===== src/rtl/nzce_pkg.sv =====
// Shared constants and types of the nonzero coordinate extractor.
package nzce_pkg;

  // Field widths
  localparam int unsigned ElemW    = 64;
  localparam int unsigned CoordW   = 32;
  localparam int unsigned DimW     = 3;
  localparam int unsigned KindW    = 2;
  localparam int unsigned CfgIdxW  = 8;
  localparam int unsigned CfgDataW = 32;

  // Number of extent registers and default dimension limit
  localparam int unsigned SizeRegs       = 6;
  localparam int unsigned MaxDimsDefault = 6;

  // Depth of the run queue between front and back
  localparam int unsigned QueueDepth = 4;

  // Register indexes
  localparam logic [CfgIdxW-1:0] RegElementKind = 8'd0;
  localparam logic [CfgIdxW-1:0] RegDimsInUse   = 8'd1;
  localparam logic [CfgIdxW-1:0] RegSizeDim0    = 8'd2;

  // Element kinds
  localparam logic [KindW-1:0] KindInteger = 2'd0;
  localparam logic [KindW-1:0] KindFloat32 = 2'd1;
  localparam logic [KindW-1:0] KindFloat64 = 2'd2;

  // Queue status seen by the front and the back
  typedef struct packed {
    logic full;
    logic empty;
  } q_status_t;

endpackage


===== src/rtl/nonzero_coordinate_extractor.sv =====
// Top level of the nonzero coordinate extractor.
// Accepts one tensor element per cycle in row-major order while the four-run
// queue has room, and for each nonzero element sends one coordinate per
// dimension in use (dimension 0 first, tlast on the final one, tuser giving
// the dimension). The output stage sends one coordinate per cycle while the
// sink is ready, so the sustained rate is one element per cycle as long as
// nonzero elements times dimensions in use average at most one per cycle;
// zero elements never occupy the queue. cfg_ready_o is always high; every
// write to an index below 8 restarts the coordinate counter at the origin;
// writes must be made only while idle, which the block does not enforce.
module nonzero_coordinate_extractor #(
  parameter int unsigned MAX_DIMENSIONS = nzce_pkg::MaxDimsDefault
) (
  input  logic                            clk_i,
  input  logic                            rst_ni,
  // element_value
  input  logic [nzce_pkg::ElemW-1:0]      s_axis_tdata_i,
  input  logic                            s_axis_tvalid_i,
  output logic                            s_axis_tready_o,
  // coordinate
  output logic [nzce_pkg::CoordW-1:0]     m_axis_tdata_o,
  // dimension
  output logic [nzce_pkg::DimW-1:0]       m_axis_tuser_o,
  output logic                            m_axis_tlast_o,
  output logic                            m_axis_tvalid_o,
  input  logic                            m_axis_tready_i,
  input  logic                            cfg_valid_i,
  output logic                            cfg_ready_o,
  input  logic [nzce_pkg::CfgIdxW-1:0]    cfg_index_i,
  input  logic [nzce_pkg::CfgDataW-1:0]   cfg_data_i
);
  import nzce_pkg::*;

  localparam int unsigned NumDims =
    (MAX_DIMENSIONS < SizeRegs) ? MAX_DIMENSIONS : SizeRegs;
  localparam int unsigned EntryW  = NumDims * CoordW + DimW;

  q_status_t                  q_status;
  logic                       push;
  logic                       pop;
  logic [NumDims*CoordW-1:0]  push_digits;
  logic [DimW-1:0]            push_dims;
  logic [EntryW-1:0]          head_data;

  nzce_front #(
    .DIM_SLOTS (NumDims)
  ) u_front (
    .clk_i           (clk_i),
    .rst_ni          (rst_ni),
    .s_axis_tdata_i  (s_axis_tdata_i),
    .s_axis_tvalid_i (s_axis_tvalid_i),
    .s_axis_tready_o (s_axis_tready_o),
    .cfg_valid_i     (cfg_valid_i),
    .cfg_ready_o     (cfg_ready_o),
    .cfg_index_i     (cfg_index_i),
    .cfg_data_i      (cfg_data_i),
    .q_status_i      (q_status),
    .push_o          (push),
    .push_digits_o   (push_digits),
    .push_dims_o     (push_dims)
  );

  nzce_fifo #(
    .DEPTH  (QueueDepth),
    .DATA_W (EntryW)
  ) u_fifo (
    .clk_i       (clk_i),
    .rst_ni      (rst_ni),
    .push_i      (push),
    .push_data_i ({push_dims, push_digits}),
    .pop_i       (pop),
    .head_data_o (head_data),
    .status_o    (q_status)
  );

  nzce_back #(
    .DIM_SLOTS (NumDims)
  ) u_back (
    .clk_i           (clk_i),
    .rst_ni          (rst_ni),
    .head_digits_i   (head_data[NumDims*CoordW-1:0]),
    .head_dims_i     (head_data[EntryW-1 -: DimW]),
    .q_status_i      (q_status),
    .pop_o           (pop),
    .m_axis_tdata_o  (m_axis_tdata_o),
    .m_axis_tuser_o  (m_axis_tuser_o),
    .m_axis_tlast_o  (m_axis_tlast_o),
    .m_axis_tvalid_o (m_axis_tvalid_o),
    .m_axis_tready_i (m_axis_tready_i)
  );

endmodule


===== src/rtl/nzce_front.sv =====
// Front end: configuration registers, nonzero test and coordinate counter.
module nzce_front #(
  parameter int unsigned DIM_SLOTS = nzce_pkg::SizeRegs
) (
  input  logic                                       clk_i,
  input  logic                                       rst_ni,
  input  logic [nzce_pkg::ElemW-1:0]                 s_axis_tdata_i,
  input  logic                                       s_axis_tvalid_i,
  output logic                                       s_axis_tready_o,
  input  logic                                       cfg_valid_i,
  output logic                                       cfg_ready_o,
  input  logic [nzce_pkg::CfgIdxW-1:0]               cfg_index_i,
  input  logic [nzce_pkg::CfgDataW-1:0]              cfg_data_i,
  input  nzce_pkg::q_status_t                        q_status_i,
  output logic                                       push_o,
  output logic [DIM_SLOTS*nzce_pkg::CoordW-1:0]      push_digits_o,
  output logic [nzce_pkg::DimW-1:0]                  push_dims_o
);
  import nzce_pkg::*;

  logic [KindW-1:0]  kind_q;
  logic [DimW-1:0]   dims_q;
  logic [CoordW-1:0] size_q  [DIM_SLOTS];
  logic [CoordW-1:0] digit_q [DIM_SLOTS];
  logic [CoordW-1:0] digit_d [DIM_SLOTS];
  logic [DimW-1:0]   n_act;
  logic              nonzero;
  logic              accept;
  logic              cfg_hit;

  assign cfg_ready_o     = 1'b1;
  assign s_axis_tready_o = !q_status_i.full;
  assign accept          = s_axis_tvalid_i && s_axis_tready_o;
  assign cfg_hit         = cfg_valid_i &&
                           (cfg_index_i < (RegSizeDim0 + CfgIdxW'(SizeRegs)));

  // Clamp the dimension count to the supported range
  always_comb begin
    if (dims_q == '0) begin
      n_act = DimW'(1);
    end else if (dims_q > DimW'(DIM_SLOTS)) begin
      n_act = DimW'(DIM_SLOTS);
    end else begin
      n_act = dims_q;
    end
  end

  // Zero test by element kind; floats ignore the sign bit
  always_comb begin
    case (kind_q)
      KindFloat32: nonzero = |s_axis_tdata_i[30:0];
      KindFloat64: nonzero = |s_axis_tdata_i[62:0];
      default:     nonzero = |s_axis_tdata_i;
    endcase
  end

  // Mixed-radix increment: each digit wraps at its own extent, carry is an AND chain
  always_comb begin
    logic              carry;
    logic [CoordW:0]   nxt;
    logic [CoordW-1:0] ext;
    logic              wrap;
    carry = 1'b1;
    for (int d = 0; d < DIM_SLOTS; d++) begin
      digit_d[d] = digit_q[d];
    end
    for (int d = DIM_SLOTS - 1; d >= 0; d--) begin
      ext  = (size_q[d] == '0) ? CoordW'(1) : size_q[d];
      nxt  = {1'b0, digit_q[d]} + (CoordW + 1)'(1);
      wrap = nxt >= {1'b0, ext};
      if ((DimW'(d) < n_act) && carry) begin
        digit_d[d] = wrap ? '0 : nxt[CoordW-1:0];
        carry      = wrap;
      end
    end
  end

  // Hand the current coordinate to the queue for nonzero elements
  always_comb begin
    for (int d = 0; d < DIM_SLOTS; d++) begin
      push_digits_o[d*CoordW +: CoordW] = digit_q[d];
    end
  end
  assign push_o      = accept && nonzero;
  assign push_dims_o = n_act;

  // Register writes (index below 8) clear the counter; otherwise accepted elements advance it
  always_ff @(posedge clk_i or negedge rst_ni) begin
    if (!rst_ni) begin
      kind_q <= KindInteger;
      dims_q <= DimW'(1);
      for (int d = 0; d < DIM_SLOTS; d++) begin
        size_q[d]  <= CoordW'(1);
        digit_q[d] <= '0;
      end
    end else if (cfg_hit) begin
      if (cfg_index_i == RegElementKind) begin
        kind_q <= cfg_data_i[KindW-1:0];
      end
      if (cfg_index_i == RegDimsInUse) begin
        dims_q <= cfg_data_i[DimW-1:0];
      end
      for (int d = 0; d < DIM_SLOTS; d++) begin
        if (cfg_index_i == (RegSizeDim0 + CfgIdxW'(d))) begin
          size_q[d] <= cfg_data_i[CoordW-1:0];
        end
        digit_q[d] <= '0;
      end
    end else if (accept) begin
      for (int d = 0; d < DIM_SLOTS; d++) begin
        digit_q[d] <= digit_d[d];
      end
    end
  end

endmodule


===== src/rtl/nzce_fifo.sv =====
// Short queue of coordinate runs between the front and the back.
module nzce_fifo #(
  parameter int unsigned DEPTH  = nzce_pkg::QueueDepth,
  parameter int unsigned DATA_W = 8
) (
  input  logic                clk_i,
  input  logic                rst_ni,
  input  logic                push_i,
  input  logic [DATA_W-1:0]   push_data_i,
  input  logic                pop_i,
  output logic [DATA_W-1:0]   head_data_o,
  output nzce_pkg::q_status_t status_o
);
  import nzce_pkg::*;

  localparam int unsigned PtrW = (DEPTH > 1) ? $clog2(DEPTH) : 1;
  localparam int unsigned CntW = $clog2(DEPTH + 1);

  logic [DATA_W-1:0] mem_q [DEPTH];
  logic [PtrW-1:0]   wr_ptr_q, rd_ptr_q;
  logic [CntW-1:0]   count_q;
  logic              do_push, do_pop;

  assign status_o.full  = (count_q == CntW'(DEPTH));
  assign status_o.empty = (count_q == '0);
  assign do_push        = push_i && !status_o.full;
  assign do_pop         = pop_i && !status_o.empty;
  assign head_data_o    = mem_q[rd_ptr_q];

  // Store entries
  always_ff @(posedge clk_i) begin
    if (do_push) begin
      mem_q[wr_ptr_q] <= push_data_i;
    end
  end

  // Advance pointers and occupancy
  always_ff @(posedge clk_i or negedge rst_ni) begin
    if (!rst_ni) begin
      wr_ptr_q <= '0;
      rd_ptr_q <= '0;
      count_q  <= '0;
    end else begin
      if (do_push) begin
        wr_ptr_q <= (wr_ptr_q == PtrW'(DEPTH - 1)) ? '0 : wr_ptr_q + PtrW'(1);
      end
      if (do_pop) begin
        rd_ptr_q <= (rd_ptr_q == PtrW'(DEPTH - 1)) ? '0 : rd_ptr_q + PtrW'(1);
      end
      case ({do_push, do_pop})
        2'b10:   count_q <= count_q + CntW'(1);
        2'b01:   count_q <= count_q - CntW'(1);
        default: count_q <= count_q;
      endcase
    end
  end

endmodule


===== src/rtl/nzce_back.sv =====
// Back end: serializes one queued run into coordinate transfers.
module nzce_back #(
  parameter int unsigned DIM_SLOTS = nzce_pkg::SizeRegs
) (
  input  logic                                  clk_i,
  input  logic                                  rst_ni,
  input  logic [DIM_SLOTS*nzce_pkg::CoordW-1:0] head_digits_i,
  input  logic [nzce_pkg::DimW-1:0]             head_dims_i,
  input  nzce_pkg::q_status_t                   q_status_i,
  output logic                                  pop_o,
  output logic [nzce_pkg::CoordW-1:0]           m_axis_tdata_o,
  output logic [nzce_pkg::DimW-1:0]             m_axis_tuser_o,
  output logic                                  m_axis_tlast_o,
  output logic                                  m_axis_tvalid_o,
  input  logic                                  m_axis_tready_i
);
  import nzce_pkg::*;

  localparam int unsigned IdxW = (DIM_SLOTS > 1) ? $clog2(DIM_SLOTS) : 1;

  logic [IdxW-1:0]   idx_q;
  logic              valid_q;
  logic [CoordW-1:0] coord_q;
  logic [DimW-1:0]   dim_q;
  logic              last_q;
  logic              load;
  logic              is_last;

  assign load    = !q_status_i.empty && (!valid_q || m_axis_tready_i);
  assign is_last = (DimW'(idx_q) + DimW'(1)) == head_dims_i;
  assign pop_o   = load && is_last;

  assign m_axis_tvalid_o = valid_q;
  assign m_axis_tdata_o  = coord_q;
  assign m_axis_tuser_o  = dim_q;
  assign m_axis_tlast_o  = last_q;

  // Walk the dimensions of the head run
  always_ff @(posedge clk_i or negedge rst_ni) begin
    if (!rst_ni) begin
      idx_q   <= '0;
      valid_q <= 1'b0;
    end else begin
      if (load) begin
        idx_q   <= is_last ? '0 : idx_q + IdxW'(1);
        valid_q <= 1'b1;
      end else if (m_axis_tready_i) begin
        valid_q <= 1'b0;
      end
    end
  end

  // Output payload register
  always_ff @(posedge clk_i) begin
    if (load) begin
      coord_q <= head_digits_i[idx_q*CoordW +: CoordW];
      dim_q   <= DimW'(idx_q);
      last_q  <= is_last;
    end
  end

endmodule


===== config.mk =====
export PLATFORM = sky130hd
export DESIGN_NAME = nonzero_coordinate_extractor
export DESIGN_NICKNAME = d
export VERILOG_FILES = /design/src/rtl/nzce_pkg.sv /design/src/rtl/nonzero_coordinate_extractor.sv /design/src/rtl/nzce_front.sv /design/src/rtl/nzce_fifo.sv /design/src/rtl/nzce_back.sv
export SDC_FILE = /design/constraint.sdc
export NUM_CORES = 2
export LEC_CHECK = 0
export ABC_AREA = 1
export BUFFER_PORTS_ARGS = -buffer_cell sky130_fd_sc_hd__buf_2
export CORE_UTILIZATION = 35
export CTS_BUF_LIST = sky130_fd_sc_hd__clkbuf_2 sky130_fd_sc_hd__clkbuf_4 sky130_fd_sc_hd__clkbuf_8
export DETAILED_ROUTE_END_ITERATION = 16
export GPL_TIMING_DRIVEN = 0
export HOLD_SLACK_MARGIN = 0.06
export PLACE_DENSITY = 0.59
export SETUP_SLACK_MARGIN = 0.4
export SLEW_MARGIN = 20
export SYNTH_ARGS = -nofsm -noshare
export SYNTH_HDL_FRONTEND = slang
export SYNTH_SLANG_ARGS = --single-unit

===== constraint.sdc =====
create_clock -name clk_i -period 14.2 [get_ports clk_i]
set_input_delay 0 -clock clk_i [delete_from_list [all_inputs] [get_ports clk_i]]
set_output_delay 0 -clock clk_i [all_outputs]
set_load 0.005 [all_outputs]

### After elaboration in Yosys (flattened, before gate mapping)

Memories as Yosys holds them, arrays and structs flattened.
Index checks and enable logic that the tools add are counted.

* bitwise gates (word level): 0
* div/mod/pow operators: 0
* reductions and logical operators: 51
* mux-type cells: 36
* $mul: 0
* shift-type cells: 1
* add/subtract/negate cells: 11
* eq/ne operators: 15
* order comparisons: 14

Operators with widths (number)
* 32-bit 2-to-1 mux: 18
* 192-bit 2-to-1 mux: 2
* 32-bit by 1-bit adder with 33-bit output (second input constant): 6
* 33-bit by 32-bit >= comparator with 1-bit output: 6
* 32-bit zero test: 6
* 192-bit by 9-bit variable part select with 32-bit output: 1
* 64-bit OR reduction: 1
* 63-bit OR reduction: 1
* 8-bit by 3-bit == test with 1-bit output (second input constant): 4
* 31-bit OR reduction: 1
* 2-bit AND reduction: 14
* 2-bit nonzero test: 9
* 8-bit by 2-bit == test with 1-bit output (second input constant): 2
* 1-bit logical AND: 12
* 1-bit 2-to-1 mux: 9
* 3-bit 2-to-1 mux: 3
* 2-bit == test (second input constant): 4
* 8-bit by 1-bit == test with 1-bit output (second input constant): 1
* 8-bit zero test: 1
* 8-bit by 4-bit < comparator with 1-bit output (second input constant): 1
* 3-bit by 1-bit adder with 3-bit output (second input constant): 2
* 3-bit zero test: 2
* 1-bit by 3-bit < comparator with 1-bit output (first input constant): 2
* 2-bit by 3-bit < comparator with 1-bit output (first input constant): 2
* 12 further kinds: 18

* flip-flop bits (word level): 436
* memory bits (writable): 780
* memories kept: 1
* logic and storage cells: 151
* bits in read-only memories: 0
* output and inout port bits: 39
* latch bits: 0

Memory list
* u_fifo.mem_q: words 4, bits a word 195, rd ports 1, clocked after memory_dff 0, write ports 1, RTL line nzce_fifo.sv:19 `logic [DATA_W-1:0] mem_q [DEPTH];`

### Logic depth before layout (Yosys ltp)

* depth in word-level cells: 17
* mapped depth: 33
* gate-level depth less buffers: 32

### Modules after synthesis

Synthesis repeated with hierarchy kept, for this count alone.

* cell total of the unflattened synthesis: 6172
* area total of the unflattened synthesis: 60441.7 sq um

By module, submodules not included
* nzce_fifo: seq. area each 23597.6 sq um, cells an instance 2336, instances 1, area an instance 31710.4 sq um
* nzce_front: seq. area each 9743.1 sq um, cells an instance 3365, instances 1, area an instance 25600.8 sq um
* nzce_back: seq. area each 1181.1 sq um, cells an instance 471, instances 1, area an instance 3130.5 sq um

### Worst setup path after synthesis

OpenSTA, ideal clock, no wires.

* path type: register -> register
* from: register u_fifo.count_q[0]
* to: memory u_fifo.mem_q[0][0] (netlist name) (enable)
* required time: 13446 ps
* arrival time: 9276 ps
* path buffers: 0
* period minus slack after synthesis: 10031 ps
* slack: 4169 ps
* stages on the path, launching flop included: 7
* cell sequence: dfrtp_1 -> inv_1 -> nand3_1 -> nand2_1 -> inv_1 -> nand3_1 -> nor2_1

* longest elaborated chain between the ends: 7

Ends and longest elaborated chain
* start, declared: RTL line nzce_fifo.sv:21 `logic [CntW-1:0] count_q;`
* start signal, assigned: RTL line nzce_fifo.sv:51 `2'b10: count_q <= count_q + CntW'(1);`
* start signal, assigned: RTL line nzce_fifo.sv:52 `2'b01: count_q <= count_q - CntW'(1);`
* start signal, assigned: RTL line nzce_fifo.sv:53 `default: count_q <= count_q;`
* 3-bit == test *: RTL line nzce_fifo.sv:24 `assign status_o.full = (count_q == CntW'(DEPTH));`
* 1-bit zero test *: RTL line nzce_front.sv:32 `assign s_axis_tready_o = !q_status_i.full;`
* net s_axis_tready_o: RTL line nonzero_coordinate_extractor.sv:19 `output logic s_axis_tready_o,`
* 1-bit logical AND: RTL line nzce_front.sv:33 `assign accept = s_axis_tvalid_i && s_axis_tready_o;`
* 1-bit logical AND: RTL line nzce_front.sv:84 `assign push_o = accept && nonzero;`
* 1-bit logical AND *: RTL line nzce_fifo.sv:26 `assign do_push = push_i && !status_o.full;`
* 1-bit 2-to-1 mux *: RTL line nzce_fifo.sv:32 `if (do_push) begin`
* 1-bit 2-to-1 mux (implied by the code) *: RTL line nzce_fifo.sv:33 `mem_q[wr_ptr_q] <= push_data_i;`
* end, declared: RTL line nzce_fifo.sv:19

Mark *: on every way through the listed nets, which the timed path passes. The rest lies on a longest branch.

### Worst setup path after layout

* from: register u_fifo.count_q[0]
* to: memory u_fifo.mem_q[3][95] (netlist name) (enable)

* longest elaborated chain between the ends: 7

Ends and longest elaborated chain (RTL line)
* 3-bit == test *: nzce_fifo.sv:24
* 1-bit zero test *: nzce_front.sv:32, nzce_fifo.sv:26
* 1-bit logical AND: nzce_front.sv:33
* 1-bit logical AND: nzce_front.sv:84
* 1-bit logical AND *: nzce_fifo.sv:26
* 1-bit 2-to-1 mux *: nzce_fifo.sv:32
* 1-bit 2-to-1 mux (implied by the code) *: nzce_fifo.sv:33

Every way passes the cells marked *; elsewhere a longest branch is shown, timed or not.

==> impl_metrics.yaml <==
placement:
  gp_congestion: 0.976
  dpl_cell_area_sq_um: 62600
  pre_cts_ws_ns: 8.66
  numPortBuffers: 146
  post-dp-hpwl_um: 152000
logic_synthesis:
  syn-num-nets: 6053
  synthTopCellsByCount: "958 x nand2_1, 816 x edfxtp_1, 676 x o21ai_0"
  synth_area_sq_um: 57900
  netlist.area_leader.share_pct: 42.3
  async_flop_share_pct: 32.9
  yosysUniqueCellTypes: 60
  ys_dominant_reg_cell: "edfxtp_1"
  synth_area_per_cell_sq_um: 10.1
  synth_seq_area_share_pct: 59.6
  synth_seq_cells: 1216
  syn_inst: 5736
  synth_edf_count: 816
  yosys_warnings: 0
  post-synth-top-count-cell: "nand2_1"
  synth_area_leaders: "edfxtp_1 42%, dfrtp_1 17%, nand2_1 6.2%"
  synth_top_area_cell: "edfxtp_1"
timing:
  fin_setup_tns_ns: 0
  finalClockSkew_ns: 0.0706
  min_period_ns: 5.51
  rsz0062_at_grt: "false"
  fin_hold_ws_ns: 0.197
  final.setup.worst_slack_ns: 8.69
  slew_headroom_pct: 20.3
  worst_slew_pin_slew_ns: 1.19
  setup_viol: 0
  finalCritPeriodShare_pct: 38.8
  max_freq_mhz: 181
  final_max_slew_viol_count: 0
  final_hold_viol_count: 0
global_route:
  grt_util_met2_pct: 36.0
  gr-usage-all-layers_pct: 24.0
  grt_util_met3_pct: 3.82
  grt_overflow: 0
  use_met1_pct: 34.0
  top_usage_layer: "met2"
  antenna_found_initial: 10
  grt_pass1_vias: 43372
  grt_max_degree: 100
  grt_pass1_wl_um: 295000
worst_setup_path:
  path_max_fanout: 21
  r2r-end: "u_fifo.mem_q[3][95]"
  r2r_setup_slack_ns: 8.69
  r2r_start: "u_fifo.count_q[0]"
  crit_arrival_ns: 6.13
  worstSetupPathType: "flip-flop to flip-flop"
  critPathRequiredTime_ns: 14.82
  crit_path_start_kind: "flip-flop"
  reg2regPathDepth: 13
  end_kind: "flip-flop"
power:
  power.share.combinational_pct: 32.7
  internal_power_mw: 7.17
  seq_power_share_pct: 39.0
  p_switching_mw: 4.57
  power.leakage_nw: 27.8
  vdd_drop_max_mv: 0.102
  power.density_nw_per_um2: 174
  p_sw_share_pct: 38.9
  clkPwrFrac_pct: 28.3
cts:
  ctsResizeCount: 0
  cts_sinks: 1216
  clockRootBuffer: "clkbuf_8"
  cts_max_path_buffers: 3
  clk_pin_slew_ns: 0.06
  clock_latency_ns: 0.97
  numCtsBuffers: 194
  cts_tree: "built"
  h-tree-depth: 4
final_layout:
  nets: 6502
  fin_area_sq_um: 67600
  area_growth_pct: 16.6
  drive_gt1_share_pct: 10.6
  finalCoreUtilization_pct: 41.3
hold_path:
  min_from: "cfg_data_i[1]"
  hold_class: "input port to flip-flop"
  hold_depth: 4
  hold_path_end: "u_front.dims_q[1]"
drt:
  drt_wl_total_um: 205000
  viasPerCell: 5.43
  drt_iter0_drc: 5454
  drt_first_pass_iters: 6
  drc_errors: 0
  num_vias: 46336
  wl_per_cell_um: 24.0
  drtAntennaViolNets: 0
outcome:
  status: "completed"
floorplan:
  num_rows: 148
  core_area_sq_um: 164000
  io_pins: 148
  die_x_um: 409
  start_util_pct: 35.4
  die_h_um: 409
  fp.dieArea_sq_um: 167000
job:
  cap_violations: 0
-- worst max-delay path: stages (launching register included) --
cell     delay, ns
dfrtp_1       0.36
inv_1         0.11
nand3_1       0.53
nand2_1       0.51
inv_1         0.41
nand3_1       0.85
nor2_4        0.93
buf_16        0.24
buf_16        0.19
buf_16        0.19
buf_16        0.19
buf_16        0.19
buf_12        0.21
buf_16        0.20
-- cell type report --
| class | count | area, sq um |
|---|---|---|
| fillers | 15848 | 95900 |
| flip-flops and latches | 1216 | 34500 |
| multi-input cells | 3679 | 20200 |
| clock buffers | 297 | 3640 |
| well taps | 2175 | 2720 |
| repair buffers | 253 | 2520 |
| inverters | 574 | 2150 |
| plain buffers | 267 | 1140 |
| clock inverters | 62 | 698 |
| diodes | 3 | 7.51 |
-- cell usage in the layout (no fill, tap or decap), types with 10 or more instances in the layout --
master           n
a21oi_1         94
buf_1           11
buf_12          20
buf_16          29
buf_2          168
buf_6           12
bufinv_16       11
clkbuf_1       216
clkbuf_4        71
clkbuf_8       226
clkinv_1        15
clkinv_2        21
dfrtp_1        393
dlygate4sd3_1   58
edfxtp_1       816
ha_1           207
inv_1          566
nand2_1        958
nand3_1        265
nand3_2         12
nand4_1        105
nor2_1         613
nor2_2          17
nor3_1          88
nor3b_1         17
nor4_1          86
o211ai_1        83
o21ai_0        676
o21ai_2         10
o221ai_1       119
o22ai_1         74
xnor2_1         20
xor2_1         139
-- power groups by stage --
stage,registers (mW),clock network (mW),logic [mW]
2_1_floorplan,4.69,0,1.85
3_3_place_gp,4.94,0,3.51
3_5_place_dp,4.63,0,3.75
4_1_cts,4.56,3.37,3.77
5_1_grt,4.60,3.51,4.01
6_report,4.57,3.32,3.84
-- metrics by stage --
step	std cells	power [mW]
2_1_floorplan	5736	6.55
3_3_place_gp	8057	8.44
3_5_place_dp	8105	8.38
4_1_cts	8523	11.7
5_1_grt	8525	12.1
6_report	8526	11.7
-- flip-flops by register name, indices dropped and copies added, names as in the netlist --
name / count
u_front.kind_q: 2
u_back.m_axis_tuser_o: 3
u_back.idx_q: 3
u_back.m_axis_tdata_o: 32
u_back.m_axis_tvalid_o: 1
u_back.m_axis_tlast_o: 1
u_fifo.rd_ptr_q: 2
u_front.size_q: 192
u_fifo.count_q: 3
u_front.dims_q: 3
u_fifo.mem_q: 780
u_fifo.wr_ptr_q: 2
u_front.push_digits_o: 192
-- how the worst max path moves through the flow --
stage	startpoint	cells after the start	slack [ns]	to
after floorplan	u_fifo.count_q[0]	6	4.17	u_fifo.mem_q[0][0]
after global placement	u_fifo.count_q[0]	6	-4.62	u_fifo.mem_q[3][80]
after detailed placement	u_fifo.count_q[0]	13	8.66	u_fifo.mem_q[3][73]
after CTS	u_fifo.count_q[0]	13	8.64	u_fifo.mem_q[3][95]
after global routing	u_fifo.count_q[0]	13	8.53	u_fifo.mem_q[3][95]
final	u_fifo.count_q[0]	13	8.69	u_fifo.mem_q[3][95]
-- logic make-up after synthesis --
logic type                 after synthesis  share of synthesized area [%]
DFF                                   1216                           59.6
other                                    1                        0.00647
and+or+nand+nor                       2213                           16.8
adders and majority gates              208                           4.51
buffers and inverters                  841                           5.69
xor gates and xnor gates               159                           2.40
AOI/OAI and AO/OA                     1098                           11.0
-- layer usage --
metal | up-vias | wire, um
met5 | - | 0
met4 | 0 | 9730
met3 | 369 | 17100
met2 | 2273 | 89400
met1 | 22726 | 88500
li1 | 20968 | -
-- repair_timing --
item,in CTS,in global routing
buffers inserted,0,0
endpoints found under the hold margin,686,0
setup endpoints to repair,0,0
hold buffers,59,0
(Power assumes the default switching activity.)
